**src/hdl/mlpsig_pkg.sv**
```systemverilog
`default_nettype none
package mlpsig_pkg;

   localparam int MAX_WIDTH    = 16;
   localparam int MAX_HIDDEN   = 4;
   localparam int WEIGHT_DEPTH = 2048;
   localparam int WADDR_W      = $clog2(WEIGHT_DEPTH);
   localparam int ACT_IDX_W    = $clog2(MAX_WIDTH);
   localparam int CFG_W        = 5;
   localparam int LAYER_W      = 3;
   localparam int SIG_W        = 9;

   // register indexes of the configuration port
   localparam logic [1:0] CSR_INPUT_COUNT  = 2'd0;
   localparam logic [1:0] CSR_OUTPUT_COUNT = 2'd1;
   localparam logic [1:0] CSR_HIDDEN       = 2'd2;
   localparam logic [1:0] CSR_NEURONS      = 2'd3;

   // commands from the sequencer to the datapath
   typedef struct packed {
      logic                 wr_weight;
      logic [WADDR_W-1:0]   waddr;
      logic                 wr_input;
      logic [ACT_IDX_W-1:0] in_idx;
      logic                 issue;
      logic                 first;
      logic                 thr;
      logic [WADDR_W-1:0]   raddr;
      logic [ACT_IDX_W-1:0] k_idx;
      logic [ACT_IDX_W-1:0] n_idx;
      logic                 bank;
      logic                 emit;
      logic                 emit_err;
      logic                 emit_last;
   } cmd_type;

   // status back from the datapath
   typedef struct packed {
      logic busy;
      logic can_load;
   } status_type;

   // clamp a configuration value into 1..hi
   function automatic logic [CFG_W-1:0] clamp_cfg(input logic [CFG_W-1:0] v,
                                                  input logic [CFG_W-1:0] hi);
      logic [CFG_W-1:0] r;
      r = v;
      if (v == '0) r = CFG_W'(1);
      else if (v > hi) r = hi;
      return r;
   endfunction

   // bitwise restoring quotient, elaboration use only
   function automatic logic [63:0] udiv64(input logic [63:0] n, input logic [63:0] d);
      logic [64:0] rem;
      logic [63:0] q;
      rem = '0;
      q   = '0;
      for (int b = 63; b >= 0; b--) begin
         rem = {rem[63:0], n[b]};
         if (rem >= {1'b0, d}) begin
            rem  = rem - {1'b0, d};
            q[b] = 1'b1;
         end
      end
      return q;
   endfunction

   // one sigmoid entry, x = (2i+1-256)/32
   function automatic logic [SIG_W-1:0] sig_entry(input int i);
      logic [63:0] c;
      logic [63:0] e;
      logic [63:0] den;
      logic [63:0] num;
      logic [63:0] q;
      int d;
      int m;
      c = 64'd4162825044;
      e = 64'h1_0000_0000;
      d = 2 * i + 1 - 256;
      m = (d < 0) ? -d : d;
      for (int j = 0; j < m; j++) begin
         e = (e * c + 64'h8000_0000) >> 32;
      end
      den = 64'h1_0000_0000 + e;
      num = (i >= 128) ? 64'h100_0000_0000 : (e << 8);
      q = udiv64(num + (den >> 1), den);
      return q[SIG_W-1:0];
   endfunction

   typedef logic [SIG_W-1:0] sig_tab_type [256];

   function automatic sig_tab_type build_sig;
      sig_tab_type t;
      for (int i = 0; i < 256; i++) begin
         t[i] = sig_entry(i);
      end
      return t;
   endfunction

   localparam sig_tab_type SIG_TABLE = build_sig();

endpackage
`default_nettype wire

```
**src/hdl/mlpsig_ctrl.sv**
```systemverilog
`default_nettype none
module mlpsig_ctrl (
   input  wire logic                          clock,
   input  wire logic                          reset,
   input  wire logic                          csr_we,
   input  wire logic [1:0]                    csr_index,
   input  wire logic [mlpsig_pkg::CFG_W-1:0]  csr_wdata,
   input  wire logic                          req_valid,
   input  wire logic                          req_func,
   input  wire logic                          req_last,
   output logic                               req_ready,
   output mlpsig_pkg::cmd_type                cmd,
   input  wire mlpsig_pkg::status_type        status
);
   import mlpsig_pkg::*;

   typedef enum logic [2:0] {IDLE, ISSUE, DRAIN, EMIT, ERR} state_type;

   state_type          state_ff, state_in;
   logic [CFG_W-1:0]   nin_cfg_ff, nout_cfg_ff, npl_cfg_ff;
   logic [2:0]         nhid_cfg_ff;
   logic [WADDR_W-1:0] wptr_ff, wptr_in;
   logic [WADDR_W-1:0] addr_ff, addr_in;
   logic [CFG_W-1:0]   cnt_ff, cnt_in;
   logic [CFG_W-1:0]   k_ff, k_in;
   logic [CFG_W-1:0]   n_ff, n_in;
   logic [LAYER_W-1:0] lyr_ff, lyr_in;
   logic               bank_ff, bank_in;

   logic [CFG_W-1:0]   nin, nout, npl, fanin, ncount, cnt_next;
   logic [LAYER_W-1:0] nhid;

   assign nin  = clamp_cfg(nin_cfg_ff, CFG_W'(MAX_WIDTH));
   assign nout = clamp_cfg(nout_cfg_ff, CFG_W'(MAX_WIDTH));
   assign npl  = clamp_cfg(npl_cfg_ff, CFG_W'(MAX_WIDTH));
   assign nhid = LAYER_W'(clamp_cfg({2'b00, nhid_cfg_ff}, CFG_W'(MAX_HIDDEN)));
   assign fanin  = (lyr_ff == '0) ? nin : npl;
   assign ncount = (lyr_ff == nhid) ? nout : npl;
   assign cnt_next = (cnt_ff == {CFG_W{1'b1}}) ? cnt_ff : cnt_ff + CFG_W'(1);

   // sequence loading, layer evaluation and result delivery
   always_comb begin
      state_in = state_ff;
      wptr_in  = wptr_ff;
      addr_in  = addr_ff;
      cnt_in   = cnt_ff;
      k_in     = k_ff;
      n_in     = n_ff;
      lyr_in   = lyr_ff;
      bank_in  = bank_ff;
      req_ready = 1'b0;
      cmd = '0;
      cmd.waddr  = wptr_ff;
      cmd.in_idx = cnt_ff[ACT_IDX_W-1:0];
      cmd.raddr  = addr_ff;
      cmd.k_idx  = k_ff[ACT_IDX_W-1:0];
      cmd.n_idx  = n_ff[ACT_IDX_W-1:0];
      cmd.bank   = bank_ff;
      case (state_ff)
         IDLE: begin
            req_ready = ~reset;
            if (req_valid && !reset) begin
               if (!req_func) begin
                  cmd.wr_weight = 1'b1;
                  wptr_in = req_last ? '0 : wptr_ff + WADDR_W'(1);
               end else begin
                  cmd.wr_input = (cnt_ff < CFG_W'(MAX_WIDTH));
                  cnt_in = cnt_next;
                  if (req_last) begin
                     cnt_in  = '0;
                     addr_in = '0;
                     k_in    = '0;
                     n_in    = '0;
                     lyr_in  = '0;
                     bank_in = 1'b0;
                     state_in = (cnt_next != nin) ? ERR : ISSUE;
                  end
               end
            end
         end
         ISSUE: begin
            cmd.issue = 1'b1;
            cmd.first = (k_ff == '0);
            cmd.thr   = (k_ff == fanin);
            addr_in = addr_ff + WADDR_W'(1);
            if (k_ff == fanin) begin
               k_in = '0;
               if (n_ff == ncount - CFG_W'(1)) begin
                  n_in = '0;
                  state_in = DRAIN;
               end else begin
                  n_in = n_ff + CFG_W'(1);
               end
            end else begin
               k_in = k_ff + CFG_W'(1);
            end
         end
         DRAIN: begin
            if (!status.busy) begin
               bank_in = ~bank_ff;
               if (lyr_ff == nhid) begin
                  state_in = EMIT;
               end else begin
                  lyr_in = lyr_ff + LAYER_W'(1);
                  state_in = ISSUE;
               end
            end
         end
         EMIT: begin
            if (status.can_load) begin
               cmd.emit = 1'b1;
               cmd.emit_last = (n_ff == nout - CFG_W'(1));
               if (n_ff == nout - CFG_W'(1)) begin
                  n_in = '0;
                  state_in = IDLE;
               end else begin
                  n_in = n_ff + CFG_W'(1);
               end
            end
         end
         ERR: begin
            if (status.can_load) begin
               cmd.emit = 1'b1;
               cmd.emit_err = 1'b1;
               cmd.emit_last = 1'b1;
               state_in = IDLE;
            end
         end
         default: state_in = IDLE;
      endcase
   end

   // hold state, counters and configuration
   always_ff @(posedge clock) begin
      if (reset) begin
         state_ff    <= IDLE;
         wptr_ff     <= '0;
         addr_ff     <= '0;
         cnt_ff      <= '0;
         k_ff        <= '0;
         n_ff        <= '0;
         lyr_ff      <= '0;
         bank_ff     <= 1'b0;
         nin_cfg_ff  <= CFG_W'(1);
         nout_cfg_ff <= CFG_W'(1);
         nhid_cfg_ff <= 3'd1;
         npl_cfg_ff  <= CFG_W'(1);
      end else begin
         state_ff <= state_in;
         wptr_ff  <= wptr_in;
         addr_ff  <= addr_in;
         cnt_ff   <= cnt_in;
         k_ff     <= k_in;
         n_ff     <= n_in;
         lyr_ff   <= lyr_in;
         bank_ff  <= bank_in;
         if (csr_we) begin
            case (csr_index)
               CSR_INPUT_COUNT:  nin_cfg_ff  <= csr_wdata;
               CSR_OUTPUT_COUNT: nout_cfg_ff <= csr_wdata;
               CSR_HIDDEN:       nhid_cfg_ff <= csr_wdata[2:0];
               CSR_NEURONS:      npl_cfg_ff  <= csr_wdata;
               default: ;
            endcase
         end
      end
   end
endmodule
`default_nettype wire

```
**config.mk**
```make
export PLATFORM = sky130hd
export DESIGN_NAME = mlpsig_ctrl
export DESIGN_NICKNAME = d
export VERILOG_FILES = /design/src/hdl/mlpsig_pkg.sv /design/src/hdl/mlpsig_ctrl.sv
export SDC_FILE = /design/constraint.sdc
export NUM_CORES = 1
export LEC_CHECK = 0
export BUFFER_PORTS_ARGS = -buffer_cell sky130_fd_sc_hd__buf_2
export CORE_MARGIN = 3
export CORE_UTILIZATION = 46
export DETAILED_ROUTE_END_ITERATION = 8
export GPL_TIMING_DRIVEN = 0
export PLACE_DENSITY = 0.67
export SLEW_MARGIN = 20
export SYNTH_ARGS = -nofsm -noshare
export SYNTH_HDL_FRONTEND = slang
export SYNTH_SLANG_ARGS = --single-unit
```
**constraint.sdc**
```tcl
create_clock -name clock -period 6.2 [get_ports clock]
set_input_delay 0.93 -clock clock [delete_from_list [all_inputs] [get_ports clock]]
set_output_delay 0.93 -clock clock [all_outputs]
set_load 0.05 [all_outputs]
```
==> impl_metrics.env, run 1 <==
export IMPL_status="finished clean"
export IMPL_netlist_area_um2=3720
export IMPL_ir_drop_mv=0.135
export IMPL_leakage_nw=1.85
export IMPL_fill_cells=775
export IMPL_overflow=0
export IMPL_yosysUniqueCellTypes=61
export IMPL_rrSetupSlack_ns=2.69
export IMPL_seq_area_frac_synth=0.333
export IMPL_cts_max_path_buffers=2
export IMPL_drc=0
export IMPL_finalHoldViolCount=0
export IMPL_rsz0062_at_grt="no"
export IMPL_crit_path_max_fanout=8
export IMPL_nets=548
export IMPL_grt_usage=0.208
export IMPL_yosys_top_cells_area="dfxtp_1 (33%), nor2_1 (7.2%), mux2i_1 (6.7%), xor2_1 (4.5%), xnor2_1 (3.5%)"
export IMPL_htreeDepth=3
export IMPL_async_reset_ff_frac=0
export IMPL_synth_top_area_frac=0.333
export IMPL_ff2ff_path_depth=13
export IMPL_layout_min_cycle_time_ns=3.71
export IMPL_cp_start_kind="flop"
export IMPL_wirelength_mm=9.06
export IMPL_area_growth_pct=16.5
export IMPL_cts_sinks=62
export IMPL_worstSetupPathType="reg -> out"
export IMPL_wire_per_inst_um=14.4
export IMPL_hp_start="nhid_cfg_ff[0]"
export IMPL_initial_core_util=0.477
export IMPL_required_ns=5.27
export IMPL_ant_nets=0
export IMPL_critical_path_slowest_cell="o21bai_1"
export IMPL_drt_iter0_drc=181
export IMPL_arrival_ns=2.78
export IMPL_fmax_ghz=0.270
export IMPL_power_density_nw_per_um2=258
export IMPL_drtPass1Iterations=4
export IMPL_ctsHoldBuffers=0
export IMPL_syn_num_nets=479
export IMPL_reg2reg_to="state_ff[1]"
export IMPL_synth_flop_cell="dfxtp_1"
export IMPL_synth_area_leader_cell="dfxtp_1"
export IMPL_ys_warn_count=0
export IMPL_die_height_um=96.0
export IMPL_slew_violations=0
export IMPL_grt_pass1_vias=3163
export IMPL_synthTopCellsByCount="nor2_1 (71), dfxtp_1 (62), nand2_1 (28)"
export IMPL_final_core_util=0.556
export IMPL_period_share=0.598
export IMPL_worstHoldPathCells=1
export IMPL_gp_congestion=0.846
export IMPL_viasPerCell=5.46
export IMPL_fin_setup_tns_ns=0
export IMPL_worst_slack_ns=2.49
export IMPL_cts_root_buffer="clkbuf_8"
export IMPL_synth_most_common_cell="nor2_1"
export IMPL_final_cells=630
export IMPL_place_port_buffers=58
export IMPL_antenna_cells=0
export IMPL_max_stage_delay_ns=0.39
export IMPL_drv_cap=0
export IMPL_finalClockSkew_ns=0.00943
export IMPL_clk_latency_ns=0.35
export IMPL_worst_pin_slew_ns=1.02
export IMPL_postSynthAreaPerCell_um2=8.20
export IMPL_antenna_found_initial=0
export IMPL_ys_ff_latch=62
export IMPL_dp_cells=614
export IMPL_netlist_instances=454
export IMPL_cts_buffers=9
export IMPL_cts_clk_slew_worst_paths_ns=0.08
export IMPL_reg2reg_from="lyr_ff[0]"
export IMPL_setup_viol=0
export IMPL_drive_gt1_frac=0.189
export IMPL_hold_path_class="reg -> reg"
export IMPL_postCtsSetupRepairBufs=0
export IMPL_slew_headroom=0.319
export IMPL_cp_end_kind="output port"
export IMPL_cts_resized=0
export IMPL_dieArea_um2=9210
export IMPL_synth_edf_count=0
export IMPL_cts_tree="built"
export IMPL_post_place_ws_ns=2.85
export IMPL_std_cell_rows=32
export IMPL_grt_pass1_wl_mm=15.1
export IMPL_die_w_um=96.0
export IMPL_place_detailed_hpwl_mm=6.76
export IMPL_grt_max_degree=13
export IMPL_design_core_area_um2=7810
export IMPL_vias=3440
export IMPL_holdPathEnd="nhid_cfg_ff[0]"
export IMPL_ios=59
export IMPL_crit_chain="buf_2, nor3_1, o21bai_1, ha_1, xnor2_1, a21oi_1, o221ai_1, o2111a_1, a21oi_1, nor2b_1, buf_2"
area by class of cell:
class,count,area [um^2],share of cell area
repair buffers,58,290,0.0669
clock inverters,7,73.8,0.0170
inverters,12,45.0,0.0104
flip-flops and latches,62,1240,0.286
multi-input cells,346,2260,0.521
clock buffers,9,124,0.0286
plain buffers,34,178,0.0410
well taps,102,128,0.0294
cell families after synthesis:
kind of cell    count (synthesis)  synth area share
flops                          62             0.333
xor+xnor                       34            0.0800
mux                            26            0.0703
simple gates                  192             0.259
buf+inv                        46            0.0598
compound gates                 84             0.164
fa+ha+maj                      10            0.0336
critical path, delay by kind of cell, from the launching register on:
family,cells,cell delay (ns)
buffers and inverters,2,0.45
AOI/OAI and AO/OA,5,0.99
DFF,1,0.31
xor gates and xnor gates,1,0.14
adders and majority gates,1,0.34
and+or+nand+nor,2,0.20
state kept, by name (all words and copies together), names as in the netlist, 3 cells and up:
signal       cells
state_ff         3
nhid_cfg_ff      3
n_ff             5
nout_cfg_ff      5
k_ff             5
addr_ff         11
nin_cfg_ff       5
wptr_ff         11
cnt_ff           5
npl_cfg_ff       5
lyr_ff           3
layer usage:
layer	up-vias	part of all wire	track usage
li1	1748	-	-
met1	1601	0.48	0.277
met2	82	0.45	0.332
met3	9	0.053	0.0493
met4	0	0.011	0.0652
met5	-	0	0
worst max-delay path by stage:
stage / from / cells after the start / endpoint / slack [ns]
final: nout_cfg_ff[2] / 11 / cmd[0] / 2.49
after global routing: nout_cfg_ff[2] / 11 / cmd[0] / 2.27
after CTS: nout_cfg_ff[2] / 11 / cmd[0] / 2.51
after detailed placement: lyr_ff[0] / 13 / state_ff[1] / 2.85
after global placement: lyr_ff[1] / 13 / state_ff[1] / 2.89
after floorplan: status[0] / 3 / cmd[0] / 2.68
layout by cell type (no fill, tap or decap), drive strengths merged, types with 8 or more instances in the layout:
cell,n
nor3,13
dfxtp,62
clkbuf,28
mux2i,25
inv,13
a21oi,17
nand2b,11
nor2,72
ha,10
nand3,15
buf,73
o21ai,11
xnor2,15
a31oi,8
xor2,19
nand2,28
per-stage QoR:
| stage | hold WS (ns) | cell area, um^2 | power, mW |
|---|---|---|---|
| 2_1_floorplan | 0.450 | 3720 | 0.686 |
| 3_3_place_gp | 0.467 | 4140 | 0.759 |
| 3_5_place_dp | 0.479 | 4140 | 0.763 |
| 4_1_cts | 0.498 | 4340 | 1.12 |
| 5_1_grt | 0.526 | 4340 | 1.17 |
| 6_report | 0.496 | 4340 | 1.12 |
where the power goes:
group | switching [mW] | internal (mW)
clock | 0.176 | 0.187
combinational | 0.220 | 0.102
sequential | 0.0201 | 0.414
Power figures use the tool's default switching activity.
==> inputs of run 2 (changes only) <==
PLACE_DENSITY = 0.7   (was 0.67)
clock period = 3.4 ns   (was 6.2 ns; I/O delays follow)
==> run 2 against run 1 <==
  * Via count increased by 0.29%
  * Cell area increased by 1.9%
  * Final cell count increased by 0.32%
  * Sequential share of layout area decreased by 0.47 points
  * Clock-buffer cell count unchanged
  * Core utilization increased by 1.0 points
  * Combinational power increased by 84%
  * Setup slack got worse by 2.3 ns
  * Clock skew about the same
  * Largest cell class unchanged
==> impl_metrics.env, run 2 (same netlist as run 1, synthesis figures left out) <==
export IMPL_status="finished clean"
export IMPL_ant_nets=0
export IMPL_grt_pass1_wl_mm=14.4
export IMPL_cts_max_path_buffers=2
export IMPL_cts_tree="built"
export IMPL_whs_ns=0.383
export IMPL_fmax_ghz=0.312
export IMPL_routed_top_layer="met4"
export IMPL_nets=550
export IMPL_antenna_found_initial=0
export IMPL_cp_end_kind="flop"
export IMPL_fill_cells=763
export IMPL_htreeDepth=3
export IMPL_ff2ff_path_depth=12
export IMPL_mostFrequentLayoutCells="nor2_1 (69), dfxtp_1 (60), buf_2 (59)"
export IMPL_grt_usage=0.201
export IMPL_initial_core_util=0.477
export IMPL_wl_met1_mm=4.19
export IMPL_die_w_um=96.0
export IMPL_grt_max_degree=13
export IMPL_viasPerCell=5.46
export IMPL_vias=3450
export IMPL_design_core_area_um2=7810
export IMPL_grt_pass1_vias=3087
export IMPL_drt_iter0_drc=130
export IMPL_antenna_cells=0
export IMPL_post_place_ws_ns=0.0511
export IMPL_cts_buffers=9
export IMPL_cp_startpoint="lyr_ff[1]"
export IMPL_slew_headroom=0.360
export IMPL_hold_path_class="in -> reg"
export IMPL_drv_cap=0
export IMPL_final_common_cell="nor2_1"
export IMPL_wl_met2_mm=4.31
export IMPL_ctsHoldBuffers=0
export IMPL_reg2reg_from="lyr_ff[1]"
export IMPL_route_met3_wl_um=503
export IMPL_drc=0
export IMPL_gp_congestion=0.886
export IMPL_layout_min_cycle_time_ns=3.21
export IMPL_crit_path_max_fanout=8
export IMPL_final_cells=632
export IMPL_std_cell_rows=32
export IMPL_wirelength_mm=9.13
export IMPL_die_height_um=96.0
export IMPL_cts_sinks=62
export IMPL_slew_violations=0
export IMPL_top_regs="addr_ff (11), wptr_ff (11)"
export IMPL_cts_clk_slew_worst_paths_ns=0.07
export IMPL_drtPass1Iterations=4
export IMPL_required_ns=3.66
export IMPL_leakage_nw=1.89
export IMPL_finalHoldViolCount=0
export IMPL_wire_per_inst_um=14.4
export IMPL_cts_root_buffer="clkbuf_8"
export IMPL_finalClockSkew_ns=0.00954
export IMPL_dp_cells=614
export IMPL_place_detailed_hpwl_mm=6.78
export IMPL_clk_latency_ns=0.36
export IMPL_cp_start_kind="flop"
export IMPL_worstSetupPathType="reg -> reg"
export IMPL_period_share=0.944
export IMPL_ios=59
export IMPL_drive_gt1_frac=0.206
export IMPL_dieArea_um2=9210
export IMPL_worst_slack_ns=0.191
export IMPL_arrival_ns=3.47
export IMPL_area_growth_pct=18.7
export IMPL_setup_viol=0
export IMPL_endpoint="n_ff[2]"
export IMPL_place_port_buffers=58
export IMPL_reg2reg_to="n_ff[2]"
export IMPL_power_density_nw_per_um2=496
export IMPL_ir_drop_mv=0.438
export IMPL_rrSetupSlack_ns=0.19
export IMPL_overflow=0
export IMPL_worst_pin_slew_ns=0.957
run 2: changes by cell type in the layout (fill, tap and decap cells not counted), moves of 2 or more:
| cell | change |
|---|---|
| nor2_1 | -2 |
| clkinv_4 | -2 |
| bufinv_16 | +2 |
| buf_4 | +2 |
| dfxtp_2 | +2 |
| nor2_2 | +2 |
| dfxtp_1 | -2 |
run 2: worst min-delay path by stage:
| stage | cells past startpoint | slack, ns | start | end |
|---|---|---|---|---|
| after CTS | 2 | 0.37 | csr_wdata[0] | nin_cfg_ff[0] |
| after detailed placement | 1 | 0.48 | npl_cfg_ff[0] | npl_cfg_ff[0] |
| after global routing | 2 | 0.38 | csr_wdata[0] | nin_cfg_ff[0] |
| after floorplan | 1 | 0.45 | nhid_cfg_ff[0] | nhid_cfg_ff[0] |
| after global placement | 1 | 0.47 | npl_cfg_ff[0] | npl_cfg_ff[0] |
| final | 2 | 0.38 | csr_wdata[0] | nin_cfg_ff[0] |
run 2: final cells by class:
class                           instances  area, um^2  area share
Buffer                                 34         178      0.0402
Inverter                               12        45.0      0.0102
Clock inverter                          7         120      0.0272
Multi-Input combinational cell        346        2280       0.515
Timing Repair Buffer                   60         305      0.0691
Clock buffer                            9         124      0.0280
Tap cell                              102         128      0.0289
Sequential cell                        62        1240       0.281
run 2: per-layer routing:
metal | GRT usage | up-vias
met5 | 0 | -
met1 | 0.251 | 1595
met3 | 0.0477 | 12
met2 | 0.340 | 90
met4 | 0.0640 | 0
li1 | - | 1753
run 2: where the power goes:
group / total [mW] / internal (mW) / switching, mW / leakage, nW
clock: 0.806 / 0.490 / 0.316 / 0.120
combinational: 0.592 / 0.188 / 0.404 / 1.26
sequential: 0.793 / 0.756 / 0.0372 / 0.503
total: 2.19 / 1.43 / 0.757 / 1.89
run 2: through the flow:
stage          power (mW)  utilization  TNS (ns)  cell area [um^2]
2_1_floorplan        1.25            -         0              3720
3_3_place_gp         1.38        0.530         0              4140
3_5_place_dp         1.39        0.530         0              4140
4_1_cts              2.20        0.562         0              4380
5_1_grt              2.29        0.566   -0.0116              4420
6_report             2.19        0.566         0              4420
run 2: repair_timing:
action,in CTS,in global routing
setup buffers,0,2
resized for setup,0,7
setup endpoints to repair,0,4
run 2: worst max-delay path: stages, from the launching register on:
cell       delay, ns
dfxtp_2         0.39
and4bb_1        0.25
a41oi_2         0.28
nand2_1         0.18
mux2_2          0.27
ha_2            0.22
mux2i_1         0.27
o21ai_0         0.13
o211a_1         0.15
o2111ai_2       0.27
o21a_4          0.20
or4b_1          0.44
o311ai_1        0.08
==> inputs of run 3 (changes only) <==
PLACE_DENSITY = 0.81   (was 0.7)
==> run 3 against run 2 <==
  * Flip-flop and latch count unchanged
  * Clock power shrank 18%
  * Clock skew about the same
  * Die area stayed put
  * Via count grew 4.8%
  * Hold slack better by 0.0066 ns
  * Combinational power about the same
  * Register-to-register slack got worse by 0.15 ns
  * Global-route usage increased by 0.30 points
  * Core utilization shrank 0.53 points
  * Cell area is 0.93% lower
  * Critical endpoint unchanged
  * Largest cell class unchanged
==> impl_metrics.env, run 3 (same netlist as run 1, synthesis figures left out) <==
export IMPL_status="finished clean"
export IMPL_power_density_nw_per_um2=467
export IMPL_total_power_mw=2.05
export IMPL_place_port_buffers=58
export IMPL_reg2reg_from="nhid_cfg_ff[1]"
export IMPL_crit_buf_inv=0
export IMPL_crit_path_max_fanout=8
export IMPL_crit_chain="and3_2, o211ai_1, nand2_1, mux2_2, ha_1, mux2i_1, o21ai_0, o211a_1, o2111ai_2, o21a_4, or4b_1, o311ai_1"
export IMPL_grt_usage=0.204
export IMPL_final_cells=633
export IMPL_fmax_ghz=0.298
export IMPL_layout_min_cycle_time_ns=3.36
export IMPL_period_share=0.988
export IMPL_cp_start_kind="flop"
export IMPL_hold_path_class="in -> reg"
export IMPL_gp_congestion=0.854
export IMPL_placed_cell_area_um2=4140
export IMPL_worstSetupPathType="reg -> reg"
export IMPL_wirelength_mm=9.25
export IMPL_design_core_area_um2=7810
export IMPL_drive_gt1_frac=0.205
export IMPL_drc=0
export IMPL_vias=3616
export IMPL_ios=59
export IMPL_viasPerCell=5.71
export IMPL_worstHoldPathCells=2
export IMPL_drv_cap=0
export IMPL_holdPathEnd="nin_cfg_ff[0]"
export IMPL_die_w_um=96.0
export IMPL_finalHoldViolCount=0
export IMPL_initial_core_util=0.477
export IMPL_grt_max_degree=13
export IMPL_cpLargestDelayFamily="compound AO/OA/AOI/OAI gates"
export IMPL_area_growth_pct=17.6
export IMPL_cp_end_kind="flop"
export IMPL_crit_cells=12
export IMPL_ant_nets=0
export IMPL_cts_clk_slew_worst_paths_ns=0.07
export IMPL_clk_latency_ns=0.35
export IMPL_place_detailed_hpwl_mm=6.85
export IMPL_ctsHoldBuffers=0
export IMPL_mostFrequentLayoutCells="nor2_1 (69), dfxtp_1 (60), buf_2 (59)"
export IMPL_multiInputGateArea_um2=2270
export IMPL_worst_pin_slew_ns=0.971
export IMPL_grt_pass1_vias=3270
export IMPL_overflow=0
export IMPL_grt_pass1_wl_mm=14.8
export IMPL_drt_iter0_drc=153
export IMPL_critical_path_slowest_cell="or4b_1"
export IMPL_rrSetupSlack_ns=0.04
export IMPL_slew_violations=0
export IMPL_dp_cells=614
export IMPL_arrival_ns=3.61
export IMPL_slew_headroom=0.351
export IMPL_finalClockSkew_ns=0.00969
export IMPL_cts_sinks=62
export IMPL_nets=551
export IMPL_final_common_cell="nor2_1"
export IMPL_max_stage_delay_ns=0.44
export IMPL_fill_cells=742
export IMPL_wire_per_inst_um=14.6
export IMPL_hp_start="csr_wdata[0]"
export IMPL_setup_viol=0
export IMPL_fin_area_um2=4380
export IMPL_seq_area_um2=1240
export IMPL_required_ns=3.65
export IMPL_dieArea_um2=9210
export IMPL_ff2ff_path_depth=12
export IMPL_cts_tree="built"
export IMPL_antenna_found_initial=0
export IMPL_die_height_um=96.0
export IMPL_antenna_cells=0
export IMPL_htreeDepth=3
export IMPL_leakage_nw=1.87
export IMPL_cts_buffers=9
export IMPL_cts_max_path_buffers=2
export IMPL_reg2reg_to="n_ff[2]"
export IMPL_std_cell_rows=32
export IMPL_ir_drop_mv=0.277
export IMPL_drtPass1Iterations=5
export IMPL_top_regs="addr_ff (11), wptr_ff (11)"
export IMPL_cts_root_buffer="clkbuf_8"
## run 3: cell types whose count changed in the layout (fill, tap and decap cells not counted), sizes merged
cell    before  now
clkinv       1    4
bufinv       3    1
buf         75   76
inv         14   13
## run 3: per-stage QoR
step	utilization	hold WS, ns	TNS [ns]	worst slack [ns]
after CTS	0.556	0.376	0	0.0351
after global placement	0.530	0.467	0	0.163
final	0.561	0.390	0	0.0424
after detailed placement	0.530	0.490	0	0.0525
after floorplan	-	0.450	0	0.403
after global routing	0.561	0.385	-0.111	-0.0713
## run 3: layout make-up
class | count | area share
Tap cell | 102 | 0.0292
Sequential cell | 62 | 0.284
Clock buffer | 9 | 0.0283
Clock inverter | 7 | 0.0169
Multi-Input combinational cell | 346 | 0.519
Timing Repair Buffer | 61 | 0.0714
Buffer | 34 | 0.0406
Inverter | 12 | 0.0103
## run 3: worst register-to-register path: stages, from the launching register on
cell	delay, ns
dfxtp_1	0.37
and3_2	0.24
o211ai_1	0.34
nand2_1	0.19
mux2_2	0.31
ha_1	0.27
mux2i_1	0.24
o21ai_0	0.13
o211a_1	0.16
o2111ai_2	0.27
o21a_4	0.20
or4b_1	0.44
o311ai_1	0.09
## run 3: layer usage
metal	vias up	part of all wire	routed length [um]	track usage
li1	1751	-	-	-
met1	1702	0.43	3990	0.244
met2	134	0.49	4490	0.344
met3	29	0.059	550	0.0508
met4	0	0.024	218	0.0889
met5	-	0	0	0
## run 3: power by group
group,internal (mW),switching (mW)
Clock,0.340,0.318
Combinational,0.188,0.405
Sequential,0.756,0.0390
Total,1.28,0.762
## run 3: worst max-delay path by stage
stage | start | end | slack, ns
floorplan | state_ff[2] | cmd[0] | 0.40
finish | nhid_cfg_ff[1] | n_ff[2] | 0.04
detailed placement | nhid_cfg_ff[1] | state_ff[0] | 0.05
CTS | lyr_ff[0] | state_ff[1] | 0.04
global placement | lyr_ff[1] | state_ff[1] | 0.16
global route | nhid_cfg_ff[1] | n_ff[2] | -0.07
## run 3: timing repair
action | in CTS | in global routing
setup buffers | 0 | 3
gates resized for setup | 0 | 6
endpoints found under the setup margin | 0 | 4
